<file path="src/hdl/mutm_pkg.sv">
`timescale 1ns / 1ps
// Beat types, protocol constants and the greeting table of the throughput meter.
package mutm_pkg;

    typedef struct packed {
        logic       command;
        logic [7:0] frame_byte;
        logic       last_byte;
    } frame_beat_t;

    typedef struct packed {
        logic [1:0]  frame_class;
        logic [31:0] interval_ms;
        logic [50:0] accepted_kbits;
        logic [51:0] raw_kbits;
        logic [47:0] accepted_bytes;
        logic [47:0] dropped_bytes;
        logic [31:0] accepted_packets;
        logic [31:0] dropped_packets;
    } result_beat_t;

    localparam logic CMD_BYTE = 1'b0;
    localparam logic CMD_TICK = 1'b1;

    localparam logic [1:0] CLASS_UNKNOWN = 2'd0;
    localparam logic [1:0] CLASS_FOR_US  = 2'd1;
    localparam logic [1:0] CLASS_MAGIC   = 2'd2;

    localparam int MAC_LEN       = 6;
    localparam int IHL_POS       = 14;
    localparam int PROTO_POS     = 23;
    localparam int PAYLOAD_BASE  = 22;
    localparam int MIN_FRAME_LEN = 24;
    localparam int HDR_LEN_MAX   = 60;

    localparam logic [7:0] PROTO_UDP     = 8'd17;
    localparam logic [5:0] HDR_LEN_RESET = 6'd20;

    localparam int DIV_STEPS = 49;

    function automatic logic [7:0] greeting_byte(input logic [5:0] pos);
        logic [7:0] b;
        case (pos)
            6'd0:    b = 8'h48;
            6'd1:    b = 8'h65;
            6'd2:    b = 8'h6c;
            6'd3:    b = 8'h6c;
            6'd4:    b = 8'h6f;
            6'd5:    b = 8'h20;
            6'd6:    b = 8'h77;
            6'd7:    b = 8'h6f;
            6'd8:    b = 8'h72;
            6'd9:    b = 8'h6c;
            6'd10:   b = 8'h64;
            6'd11:   b = 8'h21;
            6'd12:   b = 8'h20;
            6'd13:   b = 8'h47;
            6'd14:   b = 8'h65;
            6'd15:   b = 8'h6e;
            6'd16:   b = 8'h6f;
            6'd17:   b = 8'h64;
            6'd18:   b = 8'h65;
            6'd19:   b = 8'h20;
            6'd20:   b = 8'h69;
            6'd21:   b = 8'h73;
            6'd22:   b = 8'h20;
            6'd23:   b = 8'h67;
            6'd24:   b = 8'h72;
            6'd25:   b = 8'h65;
            6'd26:   b = 8'h65;
            6'd27:   b = 8'h74;
            6'd28:   b = 8'h69;
            6'd29:   b = 8'h6e;
            6'd30:   b = 8'h67;
            6'd31:   b = 8'h2e;
            default: b = 8'h00;
        endcase
        return b;
    endfunction

endpackage

</file>
<file path="src/hdl/magic_udp_frame_throughput_meter.sv">
`timescale 1ns / 1ps
// Top level of the UDP greeting-frame throughput meter.
// Frame bytes and millisecond ticks enter as beats, one beat per cycle while frame_stall is low.
// Every frame produces one result beat; ordinary frames report only the class, at their last byte.
// For a greeting frame, the two throughput quotients come after its last beat from
// a restoring divider that shifts the 49-bit byte totals through one bit per cycle (49 steps),
// then ST_SEND loads them into the result register; frame_stall stays high meanwhile. The result
// register holds one result beat, and while result_stall keeps it waiting no new beat enters.
module magic_udp_frame_throughput_meter #(
    parameter int MAX_FRAME_BYTES = 2048,
    parameter int MAGIC_BYTES     = 32
) (
    input  logic                   clk,
    input  logic                   rst_n,
    input  logic                   mac_wr_en,
    input  logic [47:0]            mac_wr_data,
    input  logic                   frame_valid,
    output logic                   frame_stall,
    input  mutm_pkg::frame_beat_t  frame_beat,
    output logic                   result_valid,
    input  logic                   result_stall,
    output mutm_pkg::result_beat_t result_beat
);
    import mutm_pkg::*;

    localparam int POS_W     = $clog2(MAX_FRAME_BYTES + 1);
    localparam int END_W     = $clog2(PAYLOAD_BASE + HDR_LEN_MAX + MAGIC_BYTES + 1);
    localparam int CMP_W     = (POS_W > END_W) ? POS_W : END_W;
    localparam int DIV_CNT_W = $clog2(DIV_STEPS + 1);

    localparam logic [POS_W-1:0] MAX_POS = POS_W'(MAX_FRAME_BYTES);

    localparam logic [1:0] ST_RUN  = 2'd0;
    localparam logic [1:0] ST_DIV  = 2'd1;
    localparam logic [1:0] ST_SEND = 2'd2;

    logic [1:0]           state_reg, state_next;
    logic [DIV_CNT_W-1:0] cnt_reg, cnt_next;
    logic [47:0]          mac_reg, mac_next;
    logic [POS_W-1:0]     pos_reg, pos_next;
    logic [5:0]           hl_reg, hl_next;
    logic [1:0]           class_reg, class_next;
    logic [31:0]          ms_reg, ms_next;
    logic [31:0]          mark_reg, mark_next;
    logic [47:0]          acc_bytes_reg, acc_bytes_next;
    logic [47:0]          drop_bytes_reg, drop_bytes_next;
    logic [31:0]          acc_pkts_reg, acc_pkts_next;
    logic [31:0]          drop_pkts_reg, drop_pkts_next;
    logic                 out_valid_reg, out_valid_next;

    result_beat_t         out_beat_reg, out_beat_next;
    result_beat_t         meas_reg, meas_next;
    logic [48:0]          acc_q_reg, acc_q_next;
    logic [48:0]          raw_q_reg, raw_q_next;
    logic [31:0]          acc_rem_reg, acc_rem_next;
    logic [31:0]          raw_rem_reg, raw_rem_next;
    logic [31:0]          divisor_reg, divisor_next;

    logic                 take;
    logic                 slot_free;
    logic [CMP_W-1:0]     idx;
    logic [CMP_W-1:0]     win_start;
    logic [CMP_W-1:0]     win_end;
    logic [CMP_W-1:0]     greet_off;
    logic [CMP_W-1:0]     min_need;
    logic [7:0]           mac_want;
    logic [5:0]           hl_byte;
    logic [1:0]           cls_byte;
    logic [1:0]           cls_final;
    logic [POS_W-1:0]     pos_inc;
    logic [48:0]          acc_bytes_sum;
    logic [48:0]          drop_bytes_sum;
    logic [32:0]          acc_pkts_sum;
    logic [32:0]          drop_pkts_sum;
    logic [47:0]          acc_bytes_sat;
    logic [47:0]          drop_bytes_sat;
    logic [31:0]          acc_pkts_sat;
    logic [31:0]          drop_pkts_sat;
    logic [31:0]          elapsed;
    logic [32:0]          acc_shift, raw_shift;
    logic [32:0]          acc_diff, raw_diff;
    logic                 acc_ge, raw_ge;

    assign slot_free   = !out_valid_reg || !result_stall;
    assign frame_stall = (state_reg != ST_RUN) || !slot_free;
    assign take        = frame_valid && !frame_stall;

    assign result_valid = out_valid_reg;
    assign result_beat  = out_beat_reg;

    always_comb
    begin
        case (pos_reg[2:0])
            3'd0:    mac_want = mac_reg[47:40];
            3'd1:    mac_want = mac_reg[39:32];
            3'd2:    mac_want = mac_reg[31:24];
            3'd3:    mac_want = mac_reg[23:16];
            3'd4:    mac_want = mac_reg[15:8];
            3'd5:    mac_want = mac_reg[7:0];
            default: mac_want = 8'h00;
        endcase
    end

    // Examine one frame byte against the running classification.
    always_comb
    begin
        idx       = CMP_W'(pos_reg);
        win_start = CMP_W'(PAYLOAD_BASE) + CMP_W'(hl_reg);
        win_end   = win_start + CMP_W'(MAGIC_BYTES);
        greet_off = idx - win_start;
        hl_byte   = hl_reg;
        cls_byte  = class_reg;
        pos_inc   = pos_reg;
        if (pos_reg < MAX_POS)
        begin
            pos_inc = pos_reg + POS_W'(1);
            if (idx < CMP_W'(MAC_LEN) && frame_beat.frame_byte != mac_want)
                cls_byte = CLASS_UNKNOWN;
            if (idx == CMP_W'(IHL_POS))
                hl_byte = {frame_beat.frame_byte[3:0], 2'b00};
            if (idx == CMP_W'(PROTO_POS) && frame_beat.frame_byte != PROTO_UDP)
                cls_byte = CLASS_UNKNOWN;
            if (idx >= win_start && idx < win_end && cls_byte == CLASS_MAGIC
                && frame_beat.frame_byte != greeting_byte(greet_off[5:0]))
                cls_byte = CLASS_FOR_US;
        end
        min_need  = CMP_W'(PAYLOAD_BASE) + CMP_W'(hl_byte) + CMP_W'(MAGIC_BYTES);
        cls_final = cls_byte;
        if (CMP_W'(pos_inc) < CMP_W'(MIN_FRAME_LEN))
            cls_final = CLASS_UNKNOWN;
        else if (cls_byte == CLASS_MAGIC && CMP_W'(pos_inc) < min_need)
            cls_final = CLASS_FOR_US;
    end

    always_comb
    begin
        acc_bytes_sum  = {1'b0, acc_bytes_reg} + 49'(pos_inc);
        drop_bytes_sum = {1'b0, drop_bytes_reg} + 49'(pos_inc);
        acc_pkts_sum   = {1'b0, acc_pkts_reg} + 33'd1;
        drop_pkts_sum  = {1'b0, drop_pkts_reg} + 33'd1;
        acc_bytes_sat  = acc_bytes_sum[48] ? '1 : acc_bytes_sum[47:0];
        drop_bytes_sat = drop_bytes_sum[48] ? '1 : drop_bytes_sum[47:0];
        acc_pkts_sat   = acc_pkts_sum[32] ? '1 : acc_pkts_sum[31:0];
        drop_pkts_sat  = drop_pkts_sum[32] ? '1 : drop_pkts_sum[31:0];
        elapsed        = ms_reg - mark_reg;
    end

    // One restoring step of each divider.
    always_comb
    begin
        acc_shift = {acc_rem_reg, acc_q_reg[48]};
        raw_shift = {raw_rem_reg, raw_q_reg[48]};
        acc_diff  = acc_shift - {1'b0, divisor_reg};
        raw_diff  = raw_shift - {1'b0, divisor_reg};
        acc_ge    = acc_shift >= {1'b0, divisor_reg};
        raw_ge    = raw_shift >= {1'b0, divisor_reg};
    end

    always_comb
    begin
        state_next      = state_reg;
        cnt_next        = cnt_reg;
        mac_next        = mac_reg;
        pos_next        = pos_reg;
        hl_next         = hl_reg;
        class_next      = class_reg;
        ms_next         = ms_reg;
        mark_next       = mark_reg;
        acc_bytes_next  = acc_bytes_reg;
        drop_bytes_next = drop_bytes_reg;
        acc_pkts_next   = acc_pkts_reg;
        drop_pkts_next  = drop_pkts_reg;
        out_valid_next  = out_valid_reg;
        out_beat_next   = out_beat_reg;
        meas_next       = meas_reg;
        acc_q_next      = acc_q_reg;
        raw_q_next      = raw_q_reg;
        acc_rem_next    = acc_rem_reg;
        raw_rem_next    = raw_rem_reg;
        divisor_next    = divisor_reg;

        if (mac_wr_en)
            mac_next = mac_wr_data;

        if (out_valid_reg && !result_stall)
            out_valid_next = 1'b0;

        case (state_reg)
            ST_RUN:
            begin
                if (take && frame_beat.command == CMD_TICK)
                    ms_next = ms_reg + 32'd1;
                else if (take && frame_beat.command == CMD_BYTE)
                begin
                    pos_next   = pos_inc;
                    hl_next    = hl_byte;
                    class_next = cls_byte;
                    if (frame_beat.last_byte)
                    begin
                        pos_next   = '0;
                        hl_next    = HDR_LEN_RESET;
                        class_next = CLASS_MAGIC;
                        case (cls_final)
                            CLASS_UNKNOWN:
                            begin
                                drop_bytes_next           = drop_bytes_sat;
                                drop_pkts_next            = drop_pkts_sat;
                                out_valid_next            = 1'b1;
                                out_beat_next             = '0;
                                out_beat_next.frame_class = CLASS_UNKNOWN;
                            end
                            CLASS_FOR_US:
                            begin
                                acc_bytes_next            = acc_bytes_sat;
                                acc_pkts_next             = acc_pkts_sat;
                                out_valid_next            = 1'b1;
                                out_beat_next             = '0;
                                out_beat_next.frame_class = CLASS_FOR_US;
                            end
                            default:
                            begin
                                meas_next                  = '0;
                                meas_next.frame_class      = CLASS_MAGIC;
                                meas_next.interval_ms      = elapsed;
                                meas_next.accepted_bytes   = acc_bytes_sat;
                                meas_next.dropped_bytes    = drop_bytes_reg;
                                meas_next.accepted_packets = acc_pkts_sat;
                                meas_next.dropped_packets  = drop_pkts_reg;
                                acc_q_next      = {1'b0, acc_bytes_sat};
                                raw_q_next      = {1'b0, acc_bytes_sat} + {1'b0, drop_bytes_reg};
                                acc_rem_next    = '0;
                                raw_rem_next    = '0;
                                divisor_next    = elapsed;
                                cnt_next        = DIV_CNT_W'(DIV_STEPS);
                                acc_bytes_next  = '0;
                                drop_bytes_next = '0;
                                acc_pkts_next   = '0;
                                drop_pkts_next  = '0;
                                mark_next       = ms_reg;
                                state_next      = ST_DIV;
                            end
                        endcase
                    end
                end
            end
            ST_DIV:
            begin
                acc_q_next   = {acc_q_reg[47:0], acc_ge};
                raw_q_next   = {raw_q_reg[47:0], raw_ge};
                acc_rem_next = acc_ge ? acc_diff[31:0] : acc_shift[31:0];
                raw_rem_next = raw_ge ? raw_diff[31:0] : raw_shift[31:0];
                cnt_next     = cnt_reg - DIV_CNT_W'(1);
                if (cnt_reg == DIV_CNT_W'(1))
                    state_next = ST_SEND;
            end
            ST_SEND:
            begin
                if (slot_free)
                begin
                    out_beat_next = meas_reg;
                    if (meas_reg.interval_ms != '0)
                    begin
                        out_beat_next.accepted_kbits = {acc_q_reg[47:0], 3'b000};
                        out_beat_next.raw_kbits      = {raw_q_reg, 3'b000};
                    end
                    out_valid_next = 1'b1;
                    state_next     = ST_RUN;
                end
            end
            default:
            begin
                state_next = ST_RUN;
            end
        endcase
    end

    always_ff @(posedge clk or negedge rst_n)
    begin
        if (!rst_n)
        begin
            state_reg      <= ST_RUN;
            cnt_reg        <= '0;
            mac_reg        <= '0;
            pos_reg        <= '0;
            hl_reg         <= HDR_LEN_RESET;
            class_reg      <= CLASS_MAGIC;
            ms_reg         <= '0;
            mark_reg       <= '0;
            acc_bytes_reg  <= '0;
            drop_bytes_reg <= '0;
            acc_pkts_reg   <= '0;
            drop_pkts_reg  <= '0;
            out_valid_reg  <= 1'b0;
        end
        else
        begin
            state_reg      <= state_next;
            cnt_reg        <= cnt_next;
            mac_reg        <= mac_next;
            pos_reg        <= pos_next;
            hl_reg         <= hl_next;
            class_reg      <= class_next;
            ms_reg         <= ms_next;
            mark_reg       <= mark_next;
            acc_bytes_reg  <= acc_bytes_next;
            drop_bytes_reg <= drop_bytes_next;
            acc_pkts_reg   <= acc_pkts_next;
            drop_pkts_reg  <= drop_pkts_next;
            out_valid_reg  <= out_valid_next;
        end
    end

    always_ff @(posedge clk)
    begin
        out_beat_reg <= out_beat_next;
        meas_reg     <= meas_next;
        acc_q_reg    <= acc_q_next;
        raw_q_reg    <= raw_q_next;
        acc_rem_reg  <= acc_rem_next;
        raw_rem_reg  <= raw_rem_next;
        divisor_reg  <= divisor_next;
    end

endmodule

</file>
<file path="config.mk">
export PLATFORM = sky130hd
export DESIGN_NAME = magic_udp_frame_throughput_meter
export DESIGN_NICKNAME = d
export VERILOG_FILES = /design/src/hdl/mutm_pkg.sv /design/src/hdl/magic_udp_frame_throughput_meter.sv
export SDC_FILE = /design/constraint.sdc
export NUM_CORES = 2
export LEC_CHECK = 0
export BUFFER_PORTS_ARGS = -buffer_cell sky130_fd_sc_hd__buf_4
export CORE_AREA = 3 3 315 317
export DETAILED_ROUTE_END_ITERATION = 8
export DIE_AREA = 0 0 318 320
export HOLD_SLACK_MARGIN = 0.02
export PLACE_DENSITY = 0.69
export SLEW_MARGIN = 10
export SYNTH_ARGS = -nofsm -noshare
export SYNTH_HDL_FRONTEND = slang
export SYNTH_SLANG_ARGS = --single-unit
</file>
<file path="constraint.sdc">
create_clock -name clk -period 11.9 [get_ports clk]
set_input_delay 2.38 -clock clk [delete_from_list [all_inputs] [get_ports clk]]
set_output_delay 2.38 -clock clk [all_outputs]
set_load 0.005 [all_outputs]
</file>
==> impl_metrics.ini <==
[status]
status = completed

[clock_network]
clk_latency_ns = 0.68
cts_tree = done
htreeDepth = 3
clock_path_buffers = 3
holdBufCountCts = 0
post-cts-setup-buffers = 0
root_buffer = clkbuf_16
cts.sinks = 946
cts_buffers = 99
cts_resized = 0
clk_pin_slew_ns = 0.06

[synth]
ys_warn_count = 0
synthCells = 4424
synth-main-ff-cell = edfxtp_1
synth_edf_count = 645
ys_ff_latch = 946
ys_types = 87
syn_area_per_cell_um2 = 10.91
ys_seq_area_frac = 0.5573
async_flop_share = 0.3182
synth_area_um2 = 48280

[sta]
finalSetupViolCount = 0
finClkSkew_ns = 0.03802
fmaxAchievable_ghz = 0.1080
slew_viol_final = 0
fin_crit_ns = 9.259
hold_viol_final = 0
relSlewSlack = 0.2195
fin_crit_sh = 0.7781
tightest_slew_ns = 1.169
final.setup.tns_ns = 0
rsz0062_at_grt = no

[final_layout]
largest_reg_flops = 291
syn_to_final_growth_pct = 15.05
fillers = 8061
layout-drive-gt1-share = 0.1362
seq_area_um2 = 26900
nets = 4991
multi_input_area_um2 = 20010
final_core_util = 0.5752

[setup_path]
worst-setup-path-type = reg2reg
crit_path_end_kind = register
cp_max_fo = 41
cp-start-kind = register
worstPathArrival_ns = 9.65
max_stage_delay_ns = 0.94
cp_slowest_cell = dfrtp_1
critPathTopFamily = compound AO/OA/AOI/OAI gates
cp_data_required_time_ns = 12.29
critPathBufInv = 2

[power_and_ir_drop]
vdd_drop_max_uv = 126.4
powerDensity_nw_per_um2 = 165.2
p_leak_nw = 23.34

[grt]
overflow = 0
met1_usage = 0.3397
grt-busiest-layer = met2
grt_max_degree = 165
grt_use_total = 0.2396
antenna_found_initial = 5
grt_pass1_wl_mm = 193.8
gr-usage-met3 = 0.04784
grt_pass1_vias = 33039
use_met2 = 0.3762

[floorplanning]
start_util = 0.5000
die_area_um2 = 101800
die-height_um = 320
core-area_um2 = 96570
rows = 114
dieWidth_um = 318
design.portCount = 362

[place]
hpwl_mm = 87.27
finalWeightedCongestion = 0.9162
port_buffers = 355

[route]
ant_nets = 0
vias = 34618
drt-vias-per-instance = 5.692
wl_mm = 124.8
wl_per_cell_um = 20.52
drt_iter0_drc = 2961
first_pass_iters = 5
post-route-drc-count = 0

[flow_run]
maxCapViolCount = 0

[worst_hold_path]
min_path_type = reg2reg
[cell type report]
class                           instances  share of cell area
Antenna cell                            3           0.0001352
Sequential cell                       946              0.4844
Clock buffer                          136             0.05007
Inverter                              180             0.01234
Tap cell                             1276             0.02874
Clock inverter                         49             0.01176
Timing Repair Buffer                  381             0.05230
Multi-Input combinational cell       3111              0.3603
[metrics by stage]
step	setup slack (ns)	total power [mW]	instances	area (um^2)	hold slack (ns)
final	2.641	9.177	6082	55550	0.4778
after global routing	2.078	9.611	6079	55540	0.5022
after CTS	2.731	9.232	6079	55530	0.4729
after detailed placement	2.756	5.948	5894	52100	0.4678
after global placement	2.891	5.916	5894	52100	0.4601
after floorplan	0.9012	5.422	4429	48300	0.4405
[cell families (layout without fill, tap and decap cells)]
group	count (synthesis)	after routing	synth area share
fa+ha+maj	209	209	0.05525
mux	123	123	0.02770
flops	946	946	0.5573
compound gates	990	990	0.1284
xor+xnor	247	247	0.04520
other cells	1	9	0.00007767
simple gates	1536	1536	0.1554
buf+inv	372	746	0.03071
[cells in the mapped netlist (25+ instances only)]
cell type	count	share of area
clkbuf_1	142	0.011
a31oi_1	70	0.0091
nor3_1	63	0.0065
nand2_1	390	0.030
mux2i_1	47	0.0097
edfxtp_1	645	0.40
xor2_1	97	0.018
ha_1	202	0.052
nor2b_1	54	0.0070
o21ai_0	248	0.026
inv_1	179	0.014
o21ai_1	66	0.0068
nor4_1	25	0.0032
o31ai_1	27	0.0042
nand4_1	43	0.0056
and3_1	68	0.0088
and2_1	279	0.036
nand3_1	112	0.012
or3_1	31	0.0040
mux2_2	73	0.017
a21o_1	82	0.013
a21oi_1	236	0.024
xnor2_1	149	0.027
nand2b_1	32	0.0041
o21a_1	33	0.0051
dfrtp_1	298	0.15
a22o_1	57	0.010
nor2_1	391	0.030
buf_2	27	0.0028
[final timing paths]
| check | startpoint | endpoint | slack [ns] | cells past startpoint |
|---|---|---|---|---|
| max in group asynchronous | rst_n | acc_bytes_reg[25]$_DFFE_PN0P_ | 7.98 | 3 |
| worst max register to register | idx[2]$_DFFE_PN0P_ | raw_q_reg[41]$_DFFE_PP_ | 2.64 | 28 |
| worst min register to register | drop_pkts_reg[30]$_DFFE_PN0P_ | meas_reg[30]$_DFFE_PP_ | 0.48 | 0 |
| min in group asynchronous | rst_n | drop_pkts_reg[9]$_DFFE_PN0P_ | 1.70 | 1 |
| worst min-delay path | drop_pkts_reg[30]$_DFFE_PN0P_ | meas_reg[30]$_DFFE_PP_ | 0.48 | 0 |
| worst max-delay path | idx[2]$_DFFE_PN0P_ | raw_q_reg[41]$_DFFE_PP_ | 2.64 | 28 |
[report_power, final]
part / switching, mW / internal [mW] / leakage, nW
Sequential: 0.194 / 3.86 / 9.75
Clock: 1.31 / 1.96 / 1.68
Combinational: 1.12 / 0.730 / 11.9
[layer usage]
metal,routed length [um],up-vias
met2,56930,1144
met1,55740,16768
met4,3000,4
met3,9082,174
met5,27,-
li1,-,16528
[worst register-to-register path: cells and delay by family (launching register included)]
kind / cells / cell delay (ns)
xor+xnor: 1 / 0.15
fa+ha+maj: 3 / 1.18
buf+inv: 2 / 0.82
compound gates: 15 / 3.67
simple gates: 6 / 1.86
mux: 1 / 0.38
flops: 1 / 0.94
[placed cells by master, fill, tap and decap left out, types with 149 or more instances in the layout]
master,n
and2_1,279
nand2_1,388
buf_4,377
nor2_1,385
inv_1,178
o21ai_0,248
dfrtp_1,298
edfxtp_1,645
xnor2_1,149
a21oi_1,236
ha_1,202
(Power assumes the default switching activity.)
